[src/hdl/text_console_char_writer_assert.svh]
// Assertion macros for the text console writer.
// Each macro expects clk and rst_n in the scope where it is used.
`ifndef TEXT_CONSOLE_CHAR_WRITER_ASSERT_SVH
`define TEXT_CONSOLE_CHAR_WRITER_ASSERT_SVH

// Same-cycle implication, checked outside reset.
`define TCCW_ASSERT_IMP(lbl, ante, cons) \
  lbl: assert property (@(posedge clk) disable iff (!rst_n) (ante) |-> (cons)) \
    else $error("text console assertion failed");

// Next-cycle implication, checked outside reset.
`define TCCW_ASSERT_NXT(lbl, ante, cons) \
  lbl: assert property (@(posedge clk) disable iff (!rst_n) (ante) |=> (cons)) \
    else $error("text console assertion failed");

`endif

[src/hdl/tccw_pkg.sv]
package tccw_pkg;

  localparam int COLUMNS    = 80;
  localparam int ROWS       = 25;
  localparam int CELL_COUNT = ROWS * COLUMNS;
  localparam int ADDR_W     = $clog2(CELL_COUNT);

  localparam int CHAR_W = 8;
  localparam int CELL_W = 16;
  localparam int COL_W  = 7;
  localparam int ROW_W  = 5;

  localparam logic [CHAR_W-1:0] CH_NEWLINE   = 8'd10;
  localparam logic [CHAR_W-1:0] CH_BACKSPACE = 8'd8;
  localparam logic [CELL_W-1:0] CELL_BLANK   = 16'h0720;
  localparam logic [CHAR_W-1:0] COLOR_RESET  = 8'd7;

  localparam logic CMD_WRITE = 1'b0;
  localparam logic CMD_READ  = 1'b1;

  localparam int Q_DEPTH = 2;
  localparam int QPTR_W  = $clog2(Q_DEPTH);
  localparam int QCNT_W  = $clog2(Q_DEPTH + 1);

  typedef enum logic [1:0] {
    OP_READ,
    OP_NEWLINE,
    OP_BACKSPACE,
    OP_CHAR
  } op_kind_t;

  // One classified command as it travels from the front end to the executor.
  typedef struct packed {
    op_kind_t              kind;
    logic [CHAR_W-1:0]     char_code;
    logic                  read_ok;
    logic [ADDR_W-1:0]     read_addr;
  } op_t;

  typedef enum logic [2:0] {
    ST_CLEAR,
    ST_IDLE,
    ST_RDWAIT,
    ST_COPY,
    ST_DRAIN,
    ST_ZERO
  } back_state_t;

  typedef struct packed {
    logic clearing;
  } back_sts_t;

endpackage

[src/hdl/tccw_queue.sv]
module tccw_queue (
  input  logic          clk,
  input  logic          rst_n,
  input  logic          push_valid,
  output logic          push_ready,
  input  tccw_pkg::op_t push_op,
  output logic          pop_valid,
  input  logic          pop_ready,
  output tccw_pkg::op_t pop_op
);

  tccw_pkg::op_t                   entries_r [tccw_pkg::Q_DEPTH];
  logic [tccw_pkg::QPTR_W-1:0]     wr_ptr_r, wr_ptr_nxt;
  logic [tccw_pkg::QPTR_W-1:0]     rd_ptr_r, rd_ptr_nxt;
  logic [tccw_pkg::QCNT_W-1:0]     cnt_r, cnt_nxt;
  logic                            do_push, do_pop;

  function automatic logic [tccw_pkg::QPTR_W-1:0] ptr_inc(
    input logic [tccw_pkg::QPTR_W-1:0] ptr
  );
    if (ptr == tccw_pkg::QPTR_W'(tccw_pkg::Q_DEPTH - 1)) begin
      return '0;
    end
    return tccw_pkg::QPTR_W'(ptr + 1'b1);
  endfunction

  assign push_ready = cnt_r != tccw_pkg::QCNT_W'(tccw_pkg::Q_DEPTH);
  assign pop_valid  = cnt_r != '0;
  assign pop_op     = entries_r[rd_ptr_r];
  assign do_push    = push_valid && push_ready;
  assign do_pop     = pop_valid && pop_ready;

  always_comb begin
    wr_ptr_nxt = do_push ? ptr_inc(wr_ptr_r) : wr_ptr_r;
    rd_ptr_nxt = do_pop  ? ptr_inc(rd_ptr_r) : rd_ptr_r;
    case ({do_push, do_pop})
      2'b10:   cnt_nxt = tccw_pkg::QCNT_W'(cnt_r + 1'b1);
      2'b01:   cnt_nxt = tccw_pkg::QCNT_W'(cnt_r - 1'b1);
      default: cnt_nxt = cnt_r;
    endcase
  end

  always_ff @(posedge clk) begin
    if (!rst_n) begin
      wr_ptr_r <= '0;
      rd_ptr_r <= '0;
      cnt_r    <= '0;
    end else begin
      wr_ptr_r <= wr_ptr_nxt;
      rd_ptr_r <= rd_ptr_nxt;
      cnt_r    <= cnt_nxt;
    end
  end

  always_ff @(posedge clk) begin
    if (do_push) begin
      entries_r[wr_ptr_r] <= push_op;
    end
  end

endmodule

[config.mk]
export PLATFORM = sky130hd
export DESIGN_NAME = tccw_queue
export DESIGN_NICKNAME = d
export VERILOG_FILES = /design/src/hdl/text_console_char_writer_assert.svh /design/src/hdl/tccw_pkg.sv /design/src/hdl/tccw_queue.sv
export SDC_FILE = /design/constraint.sdc
export NUM_CORES = 1
export LEC_CHECK = 0
export ABC_AREA = 1
export BUFFER_PORTS_ARGS = -buffer_cell sky130_fd_sc_hd__buf_2
export CORE_MARGIN = 1
export CORE_UTILIZATION = 49
export DETAILED_ROUTE_END_ITERATION = 10
export PLACE_DENSITY_LB_ADDON = 0.2
export SYNTH_ARGS = -nofsm -noshare
export SYNTH_HDL_FRONTEND = slang
export SYNTH_SLANG_ARGS = --single-unit
[constraint.sdc]
create_clock -name clk -period 3.9 [get_ports clk]
set_input_delay 0.195 -clock clk [delete_from_list [all_inputs] [get_ports clk]]
set_output_delay 0.195 -clock clk [all_outputs]
set_load 0.05 [all_outputs]
==> flow_summary.yaml, run 1 <==
run_status:
  status: "finished clean"
timing:
  fin_worst_skew_ns: 0.00340
  period_share_pct: 53.2
  setup_viol: 0
  tightest_slew_ns: 1.15
  maxSlewHeadroom_pct: 23.3
  hold_viol_final: 0
  fmax_mhz: 482
  post-route-min-period_ns: 2.07
  drv_slew: 0
  fin_tns_setup_ns: 0
  rsz0062_at_grt: "false"
clock_tree:
  cts_tree: "yes"
  clk_pin_slew_ns: 0.08
  h-tree-depth: 2
  cts_num_sinks: 49
  cts_repair_resize_count: 0
  ctsHoldBuffers: 0
  post-cts-setup-buffer-count: 0
  ctsRootBufferMaster: "clkbuf_8"
  clk_latency_ns: 0.28
  cts_inserted_buffers: 5
  cts_buffer_depth: 2
critical_path:
  critPathCaptureType: "primary output"
  critical_path_arrival_ns: 1.88
  slowest_delay_ns: 0.95
  crit_type: "register to primary output"
  cpMaxStageDelayCell: "dfxtp_1"
  path_cells: "mux2_2 > buf_2"
  reg2reg_depth: 4
  crit_path_max_fanout: 22
  critPathRequiredTime_ns: 3.70
  critPathLaunchType: "register"
global_routing:
  grt_first_pass_wirelength_microns: 4600
  grt_overflow: 0
  grt.total_usage_pct: 15.6
  grt_max_degree: 24
  antenna_found_initial: 0
  grt_pass1_vias: 1030
pwr:
  vdd_drop_max_uv: 395
  p_leak_nw: 0.852
  p_per_area_nw_per_um2: 635
routing:
  wirelength_microns: 2820
  drc: 0
  drt-wirelength-per-cell_microns: 13.7
  vias: 1011
  drt-initial-drc-count: 13
  first_pass_iters: 4
  vias_per_cell: 4.93
  antenna_left: 0
place:
  hpwl_microns: 1980
  numPortBuffers: 49
  routabilityCongestion: 0.663
  place_inst: 197
layout:
  instances_no_fill: 205
  antenna_cells: 0
  syn2layout_area_growth_pct: 20.4
  fill_cells: 300
  layout-drive-gt1-share_pct: 51.6
  final_nets: 185
logic_synthesis:
  synth_area_leaders: "edfxtp_1, mux2_2, dfxtp_1"
  ys_ff_latch: 49
  seq_area_frac_synth_pct: 77.4
  netlist-cell-type-count: 16
  ys_warn_count: 0
  syn-num-nets: 131
  netlist_area_sq_um: 1840
  syn_inst: 104
  yosysTopAreaCellShare_pct: 71.9
  avgSynthCellArea_sq_um: 17.7
  synth.largest_area_cell: "edfxtp_1"
floorplan:
  initial_utilization_pct: 53.0
  ios: 50
  die_h_microns: 63.2
  core_area_sq_um: 3470
  die_w_microns: 63.2
  dieArea_sq_um: 4000
  row_count: 21
worst_hold_path:
  holdCritPathClass: "primary input to register"
  hold_depth: 1
run:
  drv_cap: 0
==> worst max-delay path: cells and delay by family (launching register included) <==
family | cells | cell delay (ns)
buffers and inverters | 1 | 0.21
multiplexers | 1 | 0.43
flip-flops | 1 | 0.95
==> registers in the layout, summed over array words and instances, names as in the netlist, named ones only <==
register / cells
entries_r: 44
wr_ptr_r: 1
cnt_r: 2
rd_ptr_r: 1
==> synth_stat cells (all sizes together) <==
cell and n:
edfxtp 44, mux2 22, nand2 10, nor2 10
dfxtp 5, inv 5, buf 2, a21oi 1
ha 1, nand3 1, nand4 1, o21a 1
o21ai 1
==> kinds of logic after synthesis <==
logic type	synth area share (%)
compound gates	0.953
fa+ha+maj	0.681
buf+inv	2.25
flops	77.4
mux	13.5
simple gates	5.25
==> cells in the final DEF (no fill, tap or decap) <==
cell type / instances
a21oi_1: 1
o21a_1: 1
nand3_1: 1
o21ai_0: 1
nand2_1: 8
inv_2: 1
nand4_1: 1
nor2_2: 2
ha_1: 1
mux2_2: 22
edfxtp_1: 44
nand2_2: 1
dfxtp_1: 5
buf_2: 49
nor2_1: 8
clkbuf_8: 6
inv_1: 4
nand2_4: 1
clkbuf_1: 2
==> report_power, final <==
part / internal [mW] / switching (mW) / total, mW
Sequential: 0.644 / 0.0388 / 0.682
Clock: 0.145 / 0.145 / 0.290
Combinational: 0.121 / 0.310 / 0.432
==> metal layers <==
| layer | wire [microns] | GRT usage, % | share of wire, % | up-vias |
|---|---|---|---|---|
| li1 | - | - | - | 487 |
| met1 | 1050 | 17.0 | 37 | 489 |
| met2 | 1570 | 28.1 | 56 | 31 |
| met3 | 156 | 4.53 | 5.5 | 4 |
| met4 | 40 | 6.82 | 1.4 | 0 |
| met5 | 0 | 0 | 0 | - |
==> worst paths after layout <==
path	start	endpoint	slack (ns)
min reg2reg	rd_ptr_r	rd_ptr_r	0.50
min	push_op[9]	entries_r[0][9]	0.09
max	register	pop_op[12]	1.83
max reg2reg	cnt_r[0]	entries_r[0][14]	2.01
==> layout make-up <==
type                    instances  area (sq um)  area share, %
repair buffers                 49           245           11.1
inverters                       5          18.8          0.848
flip-flops and latches         49          1420           64.3
clock buffers                   8          90.1           4.07
well taps                      46          57.6           2.60
multi-input cells              48           379           17.1
==> stage by stage <==
stage | utilization [%] | power [mW] | hold WS (ns) | setup slack [ns] | instance area [sq um]
finish | 63.8 | 1.40 | 0.0931 | 1.83 | 2210
detailed placement | 61.2 | 1.13 | 0.387 | 2.00 | 2120
CTS | 63.8 | 1.42 | 0.0842 | 1.77 | 2210
global route | 63.8 | 1.47 | 0.0790 | 1.69 | 2210
global placement | 61.2 | 1.12 | 0.384 | 2.07 | 2120
floorplan | - | 1.04 | 0.294 | 1.76 | 1840
Note: power is estimated with default switching activity, not from simulation.
==> run 2: changes to the inputs <==
--- a/config.mk
+++ b/config.mk
@@ -8,7 +8,7 @@
 export ABC_AREA = 1
 export BUFFER_PORTS_ARGS = -buffer_cell sky130_fd_sc_hd__buf_2
 export CORE_MARGIN = 1
-export CORE_UTILIZATION = 49
+export CORE_UTILIZATION = 46
 export DETAILED_ROUTE_END_ITERATION = 10
 export PLACE_DENSITY_LB_ADDON = 0.2
 export SYNTH_ARGS = -nofsm -noshare
==> constraint.sdc (replaced) <==
create_clock -name clk -period 1.7 [get_ports clk]
set_input_delay 0.085 -clock clk [delete_from_list [all_inputs] [get_ports clk]]
set_output_delay 0.085 -clock clk [all_outputs]
set_load 0.05 [all_outputs]
==> flow_summary.yaml, run 2 (same netlist as run 1, synthesis figures left out) <==
run_status:
  status: "finished clean"
floorplan:
  initial_utilization_pct: 49.1
  row_count: 22
  die_h_microns: 65.2
  die_w_microns: 65.2
  ios: 50
  core_area_sq_um: 3740
  dieArea_sq_um: 4250
timing:
  tightest_slew_ns: 0.264
  fmax_mhz: 665
  period_share_pct: 88.5
  setup_viol: 0
  rsz0062_at_grt: "false"
  post-route-min-period_ns: 1.50
  drv_slew: 0
  fin_worst_skew_ns: 0.00300
  maxSlewHeadroom_pct: 82.5
  hold_viol_final: 0
  fin_tns_setup_ns: 0
  whs_ns: 0.0470
clock_tree:
  ctsRootBufferMaster: "clkbuf_8"
  clk_pin_slew_ns: 0.08
  post-cts-setup-buffer-count: 0
  cts_buffer_depth: 2
  cts_tree: "yes"
  cts_inserted_buffers: 5
  clk_latency_ns: 0.29
  cts_repair_resize_count: 0
  h-tree-depth: 2
  cts_num_sinks: 49
  ctsHoldBuffers: 22
global_routing:
  grt_pass1_vias: 1128
  grt_max_degree: 15
  grt_overflow: 0
  grt_first_pass_wirelength_microns: 4940
  grt.total_usage_pct: 16.1
  antenna_found_initial: 0
routing:
  drc: 0
  antenna_left: 0
  vias: 1093
  drt-wirelength-per-cell_microns: 13.3
  vias_per_cell: 4.65
  wirelength_microns: 3140
  first_pass_iters: 4
  drt-initial-drc-count: 55
layout:
  largest_reg_flops: 44
  layout-drive-gt1-share_pct: 47.1
  final_common_cell: "buf_2"
  top_regs: "entries_r: 44 flops, cnt_r: 2 flops"
  final_nets: 213
  syn2layout_area_growth_pct: 35.2
  top_register: "entries_r"
  final_cell_mix: "buf_2, edfxtp_1, mux2_2, dlygate4sd3_1"
  antenna_cells: 0
  final_area_sq_um: 2480
critical_path:
  crit_path_max_fanout: 12
  path_buf_inv: 2
  critPathRequiredTime_ns: 1.62
  path_cells: "buf_4 > mux2_2 > buf_2"
  slowest_delay_ns: 0.36
  critPathLaunchType: "register"
  critical_path_arrival_ns: 1.42
  cpMaxStageDelayCell: "mux2_2"
  cp_top_family: "buffers and inverters"
  critPathCaptureType: "primary output"
  crit_type: "register to primary output"
pwr:
  p_clk_share_pct: 19.7
  internal_power_mw: 2.11
  combinationalPowerShare_pct: 33.9
  p_leak_nw: 0.969
  seq_power_share_pct: 46.4
  p_sw_share_pct: 35.7
  power.switching_mw: 1.17
  p_per_area_nw_per_um2: 1320
  vdd_drop_max_uv: 722
place:
  dpl_cell_area_sq_um: 2180
  hpwl_microns: 2020
  numPortBuffers: 49
  routabilityCongestion: 0.759
worst_hold_path:
  holdCritPathClass: "primary input to register"
run:
  drv_cap: 0
## run 2: worst paths after layout
check / from / end / slack, ns / cells after the start
worst max-delay path: register / pop_op[1] / 0.20 / 3
worst min-delay path: rst_n / cnt_r[1] / 0.05 / 3
worst max register to register: cnt_r[0] / cnt_r[1] / 0.30 / 9
worst min register to register: rd_ptr_r / rd_ptr_r / 0.52 / 2
## run 2: worst register-to-register path: cells and delay by family (launching register included)
kind                       cells  cell delay (ns)
DFF                            1             0.40
and+or+nand+nor                6             0.45
buffers and inverters          2             0.17
adders and majority gates      1             0.33
## run 2: cell type report
class	instances	area [sq um]
Sequential cell	49	1420
Multi-Input combinational cell	48	389
Clock inverter	1	7.51
Inverter	5	18.8
Timing Repair Buffer	77	510
Clock buffer	7	76.3
Tap cell	48	60.1
Fill cell	285	1260
## run 2: stage by stage
step / power, mW / instances / setup WS (ns) / utilization [%]
3_3_place_gp: 2.60 / 205 / 0.424 / 58.2
5_1_grt: 3.43 / 235 / 0.127 / 66.3
2_1_floorplan: 2.39 / 104 / 0.157 / -
3_5_place_dp: 2.63 / 205 / 0.326 / 58.2
4_1_cts: 3.31 / 235 / 0.173 / 66.3
6_report: 3.28 / 235 / 0.196 / 66.3
## run 2: power by group through the flow
| stage | sequential [mW] | combinational [mW] | clock [mW] |
|---|---|---|---|
| 4_1_cts | 1.52 | 1.12 | 0.667 |
| 3_5_place_dp | 1.55 | 1.08 | 0 |
| 2_1_floorplan | 1.54 | 0.850 | 0 |
| 5_1_grt | 1.54 | 1.18 | 0.708 |
| 3_3_place_gp | 1.54 | 1.06 | 0 |
| 6_report | 1.52 | 1.11 | 0.646 |
## run 2: metal layers
| metal | GRT usage (%) | routed length (microns) | vias to the layer above |
|---|---|---|---|
| met4 | 4.89 | 29 | 0 |
| li1 | - | - | 544 |
| met3 | 5.21 | 151 | 3 |
| met5 | 0 | 0 | - |
| met1 | 17.9 | 1280 | 514 |
| met2 | 29.1 | 1670 | 32 |
