### config.mk
export PLATFORM = sky130hd
export DESIGN_NAME = tccw_front
export DESIGN_NICKNAME = d
export VERILOG_FILES = /design/src/hdl/text_console_char_writer_assert.svh /design/src/hdl/tccw_pkg.sv /design/src/hdl/tccw_front.sv
export SDC_FILE = /design/constraint.sdc
export NUM_CORES = 1
export LEC_CHECK = 0
export BUFFER_PORTS_ARGS = -buffer_cell sky130_fd_sc_hd__buf_2
export CAP_MARGIN = 10
export CELL_PAD_IN_SITES_DETAIL_PLACEMENT = 0
export CELL_PAD_IN_SITES_GLOBAL_PLACEMENT = 1
export CORE_UTILIZATION = 31
export CTS_CLUSTER_DIAMETER = 40
export DETAILED_ROUTE_END_ITERATION = 6
export GPL_TIMING_DRIVEN = 0
export PLACE_DENSITY = 0.83
export SYNTH_ARGS = -nofsm -noshare
export SYNTH_HDL_FRONTEND = slang
export SYNTH_SLANG_ARGS = --single-unit
### constraint.sdc
create_clock -name clk -period 2.2 [get_ports clk]
set_input_delay 0.55 -clock clk [delete_from_list [all_inputs] [get_ports clk]]
set_output_delay 0.55 -clock clk [all_outputs]
set_load 0.03 [all_outputs]
### src/hdl/text_console_char_writer_assert.svh
// Assertion macros for the text console writer.
// Each macro expects clk and rst_n in the scope where it is used.
`ifndef TEXT_CONSOLE_CHAR_WRITER_ASSERT_SVH
`define TEXT_CONSOLE_CHAR_WRITER_ASSERT_SVH

// Same-cycle implication, checked outside reset.
`define TCCW_ASSERT_IMP(lbl, ante, cons) \
  lbl: assert property (@(posedge clk) disable iff (!rst_n) (ante) |-> (cons)) \
    else $error("text console assertion failed");

// Next-cycle implication, checked outside reset.
`define TCCW_ASSERT_NXT(lbl, ante, cons) \
  lbl: assert property (@(posedge clk) disable iff (!rst_n) (ante) |=> (cons)) \
    else $error("text console assertion failed");

`endif

### src/hdl/tccw_pkg.sv
package tccw_pkg;

  localparam int COLUMNS    = 80;
  localparam int ROWS       = 25;
  localparam int CELL_COUNT = ROWS * COLUMNS;
  localparam int ADDR_W     = $clog2(CELL_COUNT);

  localparam int CHAR_W = 8;
  localparam int CELL_W = 16;
  localparam int COL_W  = 7;
  localparam int ROW_W  = 5;

  localparam logic [CHAR_W-1:0] CH_NEWLINE   = 8'd10;
  localparam logic [CHAR_W-1:0] CH_BACKSPACE = 8'd8;
  localparam logic [CELL_W-1:0] CELL_BLANK   = 16'h0720;
  localparam logic [CHAR_W-1:0] COLOR_RESET  = 8'd7;

  localparam logic CMD_WRITE = 1'b0;
  localparam logic CMD_READ  = 1'b1;

  localparam int Q_DEPTH = 2;
  localparam int QPTR_W  = $clog2(Q_DEPTH);
  localparam int QCNT_W  = $clog2(Q_DEPTH + 1);

  typedef enum logic [1:0] {
    OP_READ,
    OP_NEWLINE,
    OP_BACKSPACE,
    OP_CHAR
  } op_kind_t;

  // One classified command as it travels from the front end to the executor.
  typedef struct packed {
    op_kind_t              kind;
    logic [CHAR_W-1:0]     char_code;
    logic                  read_ok;
    logic [ADDR_W-1:0]     read_addr;
  } op_t;

  typedef enum logic [2:0] {
    ST_CLEAR,
    ST_IDLE,
    ST_RDWAIT,
    ST_COPY,
    ST_DRAIN,
    ST_ZERO
  } back_state_t;

  typedef struct packed {
    logic clearing;
  } back_sts_t;

endpackage

### src/hdl/tccw_front.sv
module tccw_front (
  input  logic                                clk,
  input  logic                                rst_n,
  input  logic                                in_valid,
  output logic                                in_ready,
  input  logic                                in_command,
  input  logic [tccw_pkg::CHAR_W-1:0]         in_char_code,
  input  logic [tccw_pkg::COL_W-1:0]          in_read_col,
  input  logic [tccw_pkg::ROW_W-1:0]          in_read_row,
  input  tccw_pkg::back_sts_t                 sts,
  output logic                                push_valid,
  input  logic                                push_ready,
  output tccw_pkg::op_t                       push_op
);

  tccw_pkg::op_t op_r, op_nxt;
  logic          op_valid_r, op_valid_nxt;
  logic          in_fire;

  assign in_ready   = (!op_valid_r || push_ready) && !sts.clearing;
  assign in_fire    = in_valid && in_ready;
  assign push_valid = op_valid_r;
  assign push_op    = op_r;

  // Classify the command and work out the flat cell address of a read.
  always_comb begin
    op_nxt       = op_r;
    op_valid_nxt = op_valid_r;
    if (op_valid_r && push_ready) begin
      op_valid_nxt = 1'b0;
    end
    if (in_fire) begin
      op_valid_nxt      = 1'b1;
      op_nxt.char_code  = in_char_code;
      op_nxt.read_ok    = (32'(in_read_col) < tccw_pkg::COLUMNS) &&
                          (32'(in_read_row) < tccw_pkg::ROWS);
      op_nxt.read_addr  = tccw_pkg::ADDR_W'(
                            tccw_pkg::ADDR_W'(in_read_row) *
                            tccw_pkg::ADDR_W'(tccw_pkg::COLUMNS) +
                            tccw_pkg::ADDR_W'(in_read_col));
      if (in_command == tccw_pkg::CMD_READ) begin
        op_nxt.kind = tccw_pkg::OP_READ;
      end else begin
        case (in_char_code)
          tccw_pkg::CH_NEWLINE:   op_nxt.kind = tccw_pkg::OP_NEWLINE;
          tccw_pkg::CH_BACKSPACE: op_nxt.kind = tccw_pkg::OP_BACKSPACE;
          default:                op_nxt.kind = tccw_pkg::OP_CHAR;
        endcase
      end
    end
  end

  always_ff @(posedge clk) begin
    if (!rst_n) begin
      op_valid_r <= 1'b0;
    end else begin
      op_valid_r <= op_valid_nxt;
    end
  end

  always_ff @(posedge clk) begin
    op_r <= op_nxt;
  end

endmodule

==> results.md, run 1 <==
Yosys:
- Yosys mapped the design onto 22 distinct sky130hd cell types.
- The synthesized design devotes to its leading area cell type 62.78% of total area.
- The post-synthesis net count is 105.
- The most used flip-flop cell after synthesis is edfxtp_1.
- The number of flops mapped to enable cells by yosys is 22.
- The number of synthesized register bits is 23.
- By area the synthesized netlist is led by edfxtp_1, ha_1, xnor2_1.
- In the synthesized netlist, the cells that appear most often are edfxtp_1, ha_1, inv_1, xnor2_1, a21oi_1.
- The average cell area after synthesis is 15.47 sq um.
- Among all cell types in the netlist, the one instantiated most often is edfxtp_1.
- Sequential elements use 64.68% of the synthesized area.
- The library cell occupying the most area in the post-synthesis netlist is edfxtp_1.
- The number of synthesis warnings is 0.
- The cell count after synthesis is 68.
- The synthesized area is 0.001052 sq mm.
- Counting flops with an async set or reset pin after synthesis yields a share of 0%.

Drt:
- The met2 routed wirelength is 859 um.
- The final antenna-violating net count is 0.
- In the final routed layout, each cell accounts on average for 11.16 um.
- The via count is 742.
- The sum of routed wire length over all layers is 1.841 mm.
- For this run, design rule violations remaining after detail routing come to 0.
- The violation count after the first detailed-routing iteration is 22.
- After detailed routing, no signal wire sits above met4.
- The wire length on met1 is 741 um.
- The pre-antenna-repair detailed-routing pass consisted of 4 iterations.
- Wire segments on met3 add up to 214 um in the final route.
- Using the TritonRoute via totals, the vias-per-cell ratio works out to 4.497.

Floorplanning:
- The die is 60.26 um tall.
- The floorplan row count is 20.
- The horizontal extent of the die is 60.26 um.
- The initial utilization of the core area, before any placement, comes to 33.64%.
- The number of I/O pins is 50.
- The core region is 0.003128 sq mm.
- The die covers 0.003631 sq mm.

Place:
- Summing all placed instances gives a cell area of 0.001376 sq mm.
- Port buffering added 49 buffers.
- The detailed placement HPWL is 1.528 mm.
- The congestion estimate from routability-driven global placement came to 0.6598.
- The worst-case setup slack after placement is -175.7 ps.

Pwr:
- The peak supply drop is 0.1770 mV.
- The leakage dissipation is 0.6104 nW.
- The power per unit of standard cell area is 653.9 mW/mm^2.
- The post-route total power is 0.9172 mW.

Final layout:
- Cells with a size suffix above 1 make up 47.11% of the layout.
- The layout-stage area growth over the synthesis result is 33.29%.
- After the last flow step, the layout net total stands at 159.
- The area occupied by registers is 680.7 sq um.
- The repair_antennas step left the layout with diodes totalling 0.
- The area used by multi-input combinational logic is 376.6 sq um.
- Once layout is done, the placed cells without fillers occupy 0.001403 sq mm.
- Fill cells in the final layout number 280.

Clocking:
- After clock tree synthesis, the clock-pin slew on the worst setup and hold paths is 120 ps.
- The count of cells resized by post-cts repair is 0.
- In this run, post-CTS hold repair placed 0 buffers.
- The worst-skew pair later-pin latency is 300 ps.
- TritonCTS built the clock tree.
- Counting along the longest clock path gives a buffer depth of 2.
- The number of H-tree levels is 1.
- The number of setup buffers added after CTS is 0.
- The root buffer cell chosen for the clock tree is clkbuf_4.
- The clock drives 23 sinks.
- TritonCTS created 3 clock buffers.

STA:
- Derived from the worst setup path, the maximum achievable clock frequency is 493.4 MHz.
- Dividing the final minimum period by the clock period gives 92.12%.
- The worst hold margin is 425.3 ps.
- The max-slew violation count is 0.
- Setup violations remaining at the end of the flow were counted as 0.
- The final setup skew is 11.39 ps.
- In this run the tightest slew margin relative to its limit is 35.99%.
- Setup repair after global routing left no endpoint under its margin.
- The setup total negative slack is 0 ps.
- The hold violation count in the final report is 0.
- For the pin with the worst max-slew slack, the measured transition is 960.2 ps.
- The final setup slack of the worst path is 173.4 ps.
- The final critical path time including I/O delays and setup is 2027 ps.

Global route:
- The first global-routing pass estimated 2.939 mm of wire.
- The global-route congestion overflow total is 0.
- The number of global-route vias before repair came to 688.
- The combined global-route utilization of all metal layers is 11.34%.
- The largest net degree at the start of global routing is 23.
- The initial antenna violation count was 0.

Setup path:
- STA classifies the critical path startpoint as an input pin.
- The maximum net fanout on the critical path is 4.
- STA puts the critical path data arrival time at 2100 ps.
- The critical path is of the in -> reg type.
- At the worst endpoint, the required time is 2270 ps.
- The endpoint type of the worst setup path is a flop.

Outcome:
- The run finished with clean final reports.

Hold path:
- The kind of path behind the tightest hold check is in -> reg.

Run:
- Across the run, the number of max-cap violations was 0.
metal layers:
metal / track usage (%) / vias to the layer above
met2: 20.25 / 49
met1: 11.73 / 335
li1: - / 354
met4: 5.980 / 0
met5: 0 / -
met3: 3.463 / 4
layout make-up:
class                           count  share of cell area, %
Sequential cell                    23                  48.53
Clock buffer                        4                  1.873
Tap cell                           44                  3.925
Multi-Input combinational cell     40                  26.85
Inverter                            5                  1.338
Timing Repair Buffer               49                  17.48
critical path, stage by stage:
cell       delay [ps]
buf_2             140
ha_4              240
ha_2              180
fa_2              570
o2111ai_2         130
xnor2_1           160
xnor2_1           130
cell usage in the layout (no fill, tap or decap), types with 2 or more instances in the layout:
master,instances
nor2b_1,2
buf_2,49
nand2b_1,2
clkbuf_4,3
nor2_1,2
ha_1,7
xnor2_1,5
inv_1,5
and2_1,2
a21o_1,2
a21oi_1,4
edfxtp_1,22
final timing paths:
kind                  start           to  slack, ps  depth (start not counted)
max          in_read_row[1]  push_op[10]        170                          7
min reg2reg      push_valid   push_valid        490                          2
max reg2reg      push_valid   push_op[5]        500                          3
min          in_read_col[2]   push_op[2]        430                          1
stage by stage:
stage,util [%],std cells
final,44.84,165
after global routing,44.84,165
after CTS,44.84,165
after detailed placement,44.00,161
after global placement,44.00,161
after floorplan,-,68
sequential cells by signal, summed over array words and instances (netlist names):
signal / cells
push_op: 22
push_valid: 1
power by group:
group          leakage, nW  switching, mW  internal, mW
sequential           0.214        0.00533         0.515
clock               0.0150          0.114        0.0706
combinational        0.381          0.129        0.0838
logic make-up (layout without fill, tap and decap cells):
kind of cell / Yosys count / in the layout / share of synthesized area (%)
flip-flops: 23 / 23 / 64.68
buffers and inverters: 5 / 58 / 1.784
AND/OR/NAND/NOR: 11 / 11 / 5.827
AO/OA/AOI/OAI: 11 / 11 / 6.658
XOR/XNOR: 7 / 7 / 6.540
adder cells (fa/ha/maj): 11 / 11 / 14.51
Power figures use the tool's default switching activity.
==> run 2, diff against run 1 <==
--- a/config.mk
+++ b/config.mk
@@ -13,6 +13,7 @@
 export CTS_CLUSTER_DIAMETER = 40
 export DETAILED_ROUTE_END_ITERATION = 6
 export GPL_TIMING_DRIVEN = 0
+export MAX_ROUTING_LAYER = met4
 export PLACE_DENSITY = 0.83
 export SYNTH_ARGS = -nofsm -noshare
 export SYNTH_HDL_FRONTEND = slang
==> run 2 against run 1 <==
Compared with the run above:
- sequential share of layout area did not move
- sequential power barely moved
- fmax barely moved
- routed wire length rose by 0.16%
- combinational power barely moved
- first-iteration DRC count rose by 45%
- critical endpoint unchanged
==> results.md, run 2 (synthesized netlist as in run 1, its figures left out) <==
STA:
- The hold violation count in the final report is 0 (unchanged).
- Setup repair after global routing left no endpoint under its margin.
- The final critical path time including I/O delays and setup is 2027 ps (+0.09900 ps).
- The setup total negative slack is 0 ps (unchanged).
- The headroom to the max-slew limit is 36.01% (about the same).
- The max-slew violation count is 0 (unchanged).
- The final setup slack of the worst path is 173.3 ps (-0.09900 ps).
- The final setup violation count was 0 (unchanged).
- The final clock period utilization by the worst path is 92.12% (about the same).
- The worst hold margin came to 425.4 ps (+0.06500 ps).
- The highest achievable clock rate is 493.4 MHz (about the same).
- The transition time of the tightest slew-check pin was 959.9 ps (-0.2986 ps).
- The final setup skew was 11.37 ps (-0.02520 ps).

Floorplanning:
- The placeable core area was 0.003128 sq mm (unchanged).
- The floorplan row count is 20 (unchanged).
- The effective utilization at floorplan is 33.64% (unchanged).
- The number of I/O pins is 50 (unchanged).
- The die area was 0.003631 sq mm (unchanged).
- The die extent in y is 60.26 um (unchanged).
- The horizontal extent of the die is 60.26 um (unchanged).

Pwr:
- The peak supply drop is 0.1769 mV (about the same).
- The leakage dissipation was 0.6104 nW (unchanged).
- The post-route total power was 0.9171 mW (about the same).
- The power per unit of standard cell area was 653.9 mW/mm^2 (about the same).

Global route:
- The global-route wire length before repair is 2.939 mm (unchanged).
- The highest-utilization routing layer at the global route stage is met2.
- The global-route met3 utilization is 3.463% (unchanged).
- The largest net degree at the start of global routing is 23 (unchanged).
- The combined global-route utilization of all metal layers is 11.67% (+0.33 points).
- The met2 track demand over resource was 20.25% (unchanged).
- The number of global-route vias before repair is 689 (+0.15%).
- The initial antenna violation count is 0 (unchanged).
- The global-route congestion overflow total came to 0 (unchanged).
- The global-route met1 utilization is 11.73% (unchanged).

Setup path:
- By startpoint and endpoint, the worst setup path is classified as in -> reg.
- The setup slack of the most critical reg-to-reg path is 500 ps (about the same).
- The worst setup path is launched from an input pin.
- The timing startpoint of the critical path is in_read_row[1].
- In this run the critical register-to-register path is captured at push_op[5].
- The data required time at the worst endpoint is 2270 ps (about the same).
- STA classifies the critical path endpoint as a flop.
- The capture point of the worst path is push_op[10].
- The maximum net fanout on the critical path is 4 (unchanged).
- The arrival time reported for the critical path endpoint was 2100 ps (about the same).
- The number of cells traversed by the worst register-to-register path was 3 (unchanged).
- The critical register-to-register path startpoint is push_valid.

Final layout:
- The flip-flop count of the largest register after layout is 22 (unchanged).
- The library cells used most frequently in the layout, excluding fill and tap cells, are buf_2, edfxtp_1, ha_1.
- The share of the core filled with cells in the final layout is 44.84% (unchanged).
- The post-layout instance area came to 0.001403 sq mm (unchanged).
- The fraction of layout instances using a drive strength above 1 is 47.11% (unchanged).
- The layout-stage area growth over the synthesis result is 33.29% (unchanged).
- The antenna diode count is 0 (unchanged).
- The most common cell after layout, fill and taps aside is buf_2.
- The post-route non-filler standard cell count is 165 (unchanged).
- The count of nets after finishing came to 159 (unchanged).

Place:
- The number of buffer cells added on primary ports is 49 (unchanged).
- The cell total after placement is 161 (unchanged).
- The placed standard-cell area is 0.001376 sq mm (unchanged).
- The worst-case setup slack after placement came to -175.7 ps (unchanged).
- The detailed placement HPWL is 1.528 mm (unchanged).
- The global placer's final weighted congestion is 0.6660 (+0.94%).

Clocking:
- The number of buffers added by the clock tree synthesis step is 3 (unchanged).
- The worst-skew pair later-pin latency is 300 ps (about the same).
- The number of H-tree levels came to 1 (unchanged).
- The clock tree from TritonCTS is built.
- The number of sinks driven by the clock tree is 23 (unchanged).
- The maximum number of buffers from clock root to sink is 2 (unchanged).
- The buffer type at the clock tree root is clkbuf_4.
- The count of cells resized by post-cts repair is 0 (unchanged).
- The clock edge transition at the registers on the reported setup and hold paths is 120 ps (about the same).
- The hold buffer count at CTS came to 0 (unchanged).
- The post-CTS setup-driven buffer insertion count is 0 (unchanged).

Drt:
- The number of detailed-route iterations in the first pass came to 4 (unchanged).
- The violation count after the first detailed-routing iteration is 32 (+45%).
- The DRC violation count after routing is 0 (unchanged).
- The via count is 742 (unchanged).
- The sum of routed wire length over all layers is 1.844 mm (+0.16%).
- The average via count per standard cell is 4.497 (unchanged).
- The wire length per cell is 11.18 um (+0.16%).
- The final antenna-violating net count is 0 (unchanged).

Hold path:
- The startpoint identified for the worst hold timing path is in_read_col[2].
- The depth of the worst hold-timing path is 1 (unchanged).
- The min-delay analysis places its worst path in the category in -> reg.

Outcome:
- The run finished with clean final reports.

Run:
- The number of max-cap violations is 0 (unchanged).
==> run 2: where the power goes <==
part	switching (mW)	leakage, nW	internal [mW]
combinational	0.129	0.381	0.0838
clock	0.114	0.0150	0.0706
sequential	0.00533	0.214	0.515
==> run 2: cell type report <==
cell class	instances	area (sq um)
Multi-Input combinational cell	40	376.6
Fill cell	280	1725
Clock buffer	4	26.28
Timing Repair Buffer	49	245.2
Inverter	5	18.77
Tap cell	44	55.05
Sequential cell	23	680.7
==> run 2: worst min path at each step <==
stage | slack (ps) | end
final | 430 | push_op[2]
after global routing | 390 | push_op[2]
after CTS | 410 | push_op[2]
after detailed placement | 480 | push_valid
after global placement | 480 | push_valid
after floorplan | 610 | push_valid
==> run 2: routing by layer <==
layer / vias to the layer above / share of wire (%)
li1: 354 / -
met1: 335 / 40
met2: 49 / 47
met3: 4 / 12
met4: 0 / 1.5
met5: - / 0
==> run 2: critical path, cell delays in order <==
cell and delay, ps:
buf_2 140, ha_4 240, ha_2 180, fa_2 570
o2111ai_2 130, xnor2_1 160, xnor2_1 130
==> run 3, diff against run 2 <==
--- a/config.mk
+++ b/config.mk
@@ -5,6 +5,7 @@
 export SDC_FILE = /design/constraint.sdc
 export NUM_CORES = 1
 export LEC_CHECK = 0
+export ABC_AREA = 1
 export BUFFER_PORTS_ARGS = -buffer_cell sky130_fd_sc_hd__buf_2
 export CAP_MARGIN = 10
 export CELL_PAD_IN_SITES_DETAIL_PLACEMENT = 0
==> run 3 against run 2 <==
Compared with the run above:
- count of clock-buffer cells in the layout is 1 lower
- fmax shrank 2.5%
- largest power group unchanged
- global-route usage fell by 1.0 points
- total power up 8.2%
- critical path type unchanged
==> results.md, run 3 <==
Yosys:
- The number of unique standard cell types used by synthesis was 20 (-9.1%).
- Summed over all instances, the cell type with the most area after synthesis is edfxtp_1.
- The share of flip-flops with an asynchronous set or reset after synthesis was 0% (unchanged).
- The average cell area after synthesis came to 11.65 sq um (-25%).
- The number of flops mapped to enable cells by yosys is 22 (unchanged).
- After synthesis, the most frequently instantiated cells are edfxtp_1, nand2_1, inv_1.
- The sequential-to-total area share from yosys stat is 59.00% (-5.7 points).
- The number of synthesized register bits was 23 (unchanged).
- The post-synthesis net count is 136 (+30%).
- For this run, the leading register cell type out of synthesis is edfxtp_1.
- The number of synthesis warnings is 0 (unchanged).
- By area the synthesized netlist is led by edfxtp_1, ha_1, nand2_1.
- The synthesized area is 0.001154 sq mm (+9.6%).
- The cell count after synthesis is 99 (+46%).
- Yosys instantiated no cell more often than edfxtp_1.
- The fraction of synthesized cell area taken by the top area cell type is 57.27% (-5.5 points).

Final layout:
- Leaving out fill and tap cells, the most frequent cell in the layout is buf_2.
- The layout-stage area growth over the synthesis result is 30.80%.
- The fraction of layout instances using a drive strength above 1 is 40.79% (-6.3 points).
- In the layout the commonest cells are buf_2, edfxtp_1, nand2_1.
- The count of nets after finishing is 190 (+19%).
- The antenna diode count is 0 (unchanged).
- The post-route non-filler standard cell count is 198 (+20%).
- The flip-flop count of the largest register after layout is 22 (unchanged).

Clocking:
- The tree is rooted in a clkbuf_8.
- TritonCTS built the clock tree.
- The clock edge transition at the registers on the reported setup and hold paths is 70 ps (-50 ps).
- The post-CTS setup-driven buffer insertion count came to 0 (unchanged).
- The number of buffers added by the clock tree synthesis step is 3 (unchanged).
- The number of sinks driven by the clock tree came to 23 (unchanged).
- The maximum number of buffers from clock root to sink came to 2 (unchanged).
- The number of H-tree levels was 1 (unchanged).
- The hold buffer count at CTS was 0 (unchanged).
- The count of cells resized by post-cts repair is 0 (unchanged).
- The worst-skew pair later-pin latency was 250 ps (-50 ps).

Global route:
- The initial antenna violation count is 0 (unchanged).
- The global-route wire length before repair is 3.187 mm (+8.4%).
- The number of global-route vias before repair is 777 (+13%).
- The largest net degree at the start of global routing is 24 (+4.3%).
- The combined global-route utilization of all metal layers is 10.67% (-1.0 points).
- The global-route congestion overflow total is 0 (unchanged).

STA:
- The final critical path time including I/O delays and setup came to 2078 ps (+51.61 ps).
- Setup repair after global routing left no endpoint under its margin.
- The final setup slack of the worst path is 121.7 ps (-51.61 ps).
- The final setup skew was 0.8182 ps (-10.55 ps).
- The headroom to the max-slew limit is 37.42% (+1.4 points).
- The highest achievable clock rate is 481.2 MHz (-2.5%).
- The worst hold margin is 469.8 ps (+44.44 ps).
- The final clock period utilization by the worst path is 94.47% (+2.3 points).
- The hold violation count in the final report was 0 (unchanged).
- The transition time of the tightest slew-check pin came to 935.7 ps (-24.17 ps).
- The max-slew violation count is 0 (unchanged).
- The final setup violation count is 0 (unchanged).

Place:
- The worst-case setup slack after placement is -148.3 ps (+27.40 ps).
- The detailed placement HPWL is 1.666 mm (+9.0%).
- The number of buffer cells added on primary ports is 49 (unchanged).
- The global placer's final weighted congestion is 0.7678 (+15%).
- The cell total after placement is 194 (+20%).

Outcome:
- The flow ran to the end, and the final reports show no timing, DRC or antenna violations.

Setup path:
- The worst setup path is launched from an input pin.
- Among the stages of the critical path, the cell type that occurs most often is nand2_1.
- The signal on the critical path passes through buf_2 -> ha_1 -> ha_1 -> fa_1 -> nand2_1 -> inv_1 -> nand2_1 -> nand2_1 -> nand2_1.
- The data required time at the worst endpoint is 2210 ps (-60 ps).
- The arrival time reported for the critical path endpoint is 2090 ps (about the same).
- The slowest cell on the critical path is fa_1.
- The family with the most delay on the worst path is adder cells.
- The number of logic stages on the critical path including buffering is 9 (+2).
- The endpoint type of the worst setup path is a flop.
- The number of cells traversed by the worst register-to-register path is 3 (unchanged).
- The critical path is of the in -> reg type.
- The setup slack of the most critical reg-to-reg path is 690 ps (+190 ps).
- The worst register-to-register path begins at push_valid.
- The maximum net fanout on the critical path was 4 (unchanged).
- The end of the worst register-to-register path is push_op[17].
- The largest stage delay on the critical path is 590 ps (+20 ps).
- The number of buffer and inverter stages on the critical path is 2 (+1).

Drt:
- The violation count after the first detailed-routing iteration is 24 (-25%).
- The average via count per standard cell is 4.278 (-4.9%).
- The final antenna-violating net count is 0 (unchanged).
- The DRC violation count after routing is 0 (unchanged).
- The via count is 847 (+14%).
- The wire length per cell is 9.939 um (-11%).
- The number of detailed-route iterations in the first pass is 4 (unchanged).
- The sum of routed wire length over all layers is 1.968 mm (+6.7%).

Pwr:
- The leakage dissipation was 0.7127 nW (+17%).
- The peak supply drop is 0.2166 mV (+22%).
- The post-route total power came to 0.9926 mW (+8.2%).
- The power per unit of standard cell area is 657.8 mW/mm^2 (+0.60%).
- The switching power is 0.2696 mW (+8.9%).
- The share of power burned in registers is 52.3% (-4.5 points).
- The part of the total power dissipated in the clock network came to 24.3% (+4.2 points).
- The cell internal power dissipation came to 0.7230 mW (+8.0%).
- The switching power as a share of total power is 27.16% (+0.17 points).
- The combinational group share of total power is 23.4% (+0.2 points).

Floorplanning:
- The number of I/O pins is 50 (unchanged).
- The effective utilization at floorplan is 33.52% (-0.12 points).
- The horizontal extent of the die is 63 um (+4.5%).
- The placeable core area was 0.003442 sq mm (+10%).
- The die area was 0.003969 sq mm (+9.3%).
- The die extent in y is 63 um (+4.5%).
- The floorplan row count was 21 (+5.0%).

Hold path:
- The startpoint identified for the worst hold timing path is in_read_col[1].
- The depth of the worst hold-timing path came to 1 (unchanged).
- For hold timing, the worst endpoint is push_op[1].
- The kind of path behind the tightest hold check is in -> reg.

Run:
- The number of max-cap violations is 0 (unchanged).
run 3: cell types whose count changed after synthesis, moves of 4 or more:
cell     previous run  this run
inv_1               5        14
nand2_1             1        16
nand2_2             0         4
nand3_1             0         9
xnor2_1             5         1
run 3: worst max path at each step:
stage	from	end	slack, ps
detailed placement	in_read_row[1]	push_op[9]	-150
global placement	in_read_row[1]	push_op[9]	-130
finish	in_read_row[1]	push_op[9]	120
global route	in_read_row[1]	push_op[9]	40
CTS	in_read_row[1]	push_op[9]	130
floorplan	in_read_row[1]	push_op[9]	80
run 3: power groups by stage:
| stage | sequential (mW) | clock, mW | combinational (mW) |
|---|---|---|---|
| after floorplan | 0.579 | 0 | 0.112 |
| after global placement | 0.529 | 0 | 0.228 |
| after detailed placement | 0.529 | 0 | 0.235 |
| after CTS | 0.519 | 0.252 | 0.236 |
| after global routing | 0.521 | 0.269 | 0.259 |
| final | 0.519 | 0.241 | 0.233 |
run 3: cell families (layout without fill, tap and decap cells):
group / Yosys count / after routing / synth area share (%)
AOI/OAI and AO/OA: 7 / 7 / 3.254
buffers and inverters: 15 / 68 / 5.315
DFF: 23 / 23 / 59.00
xor gates and xnor gates: 3 / 3 / 2.278
adders and majority gates: 11 / 11 / 13.23
and+or+nand+nor: 40 / 40 / 16.92
run 3: per-stage QoR:
| stage | utilization (%) | cell area, sq um | TNS [ps] |
|---|---|---|---|
| after floorplan | - | 1154 | 0 |
| after detailed placement | 42.49 | 1463 | -281.8 |
| after global routing | 43.84 | 1509 | 0 |
| final | 43.84 | 1509 | 0 |
| after CTS | 43.84 | 1509 | 0 |
| after global placement | 42.31 | 1456 | -1821 |
run 3: per-layer routing:
layer,up-vias,global-route usage (%),routed length (um)
li1,440,-,-
met1,364,12.57,880
met2,41,16.80,887
met3,2,2.737,181
met4,0,5.233,19
met5,-,-,0
run 3: area by class of cell:
class	count	area [sq um]
inverter	15	61.31
sequential	23	680.7
multi-input combinational	61	417.9
clock inverter	1	5.005
clock buffer	3	41.29
fill	340	1933
timing repair buffer	49	245.2
tap	46	57.56
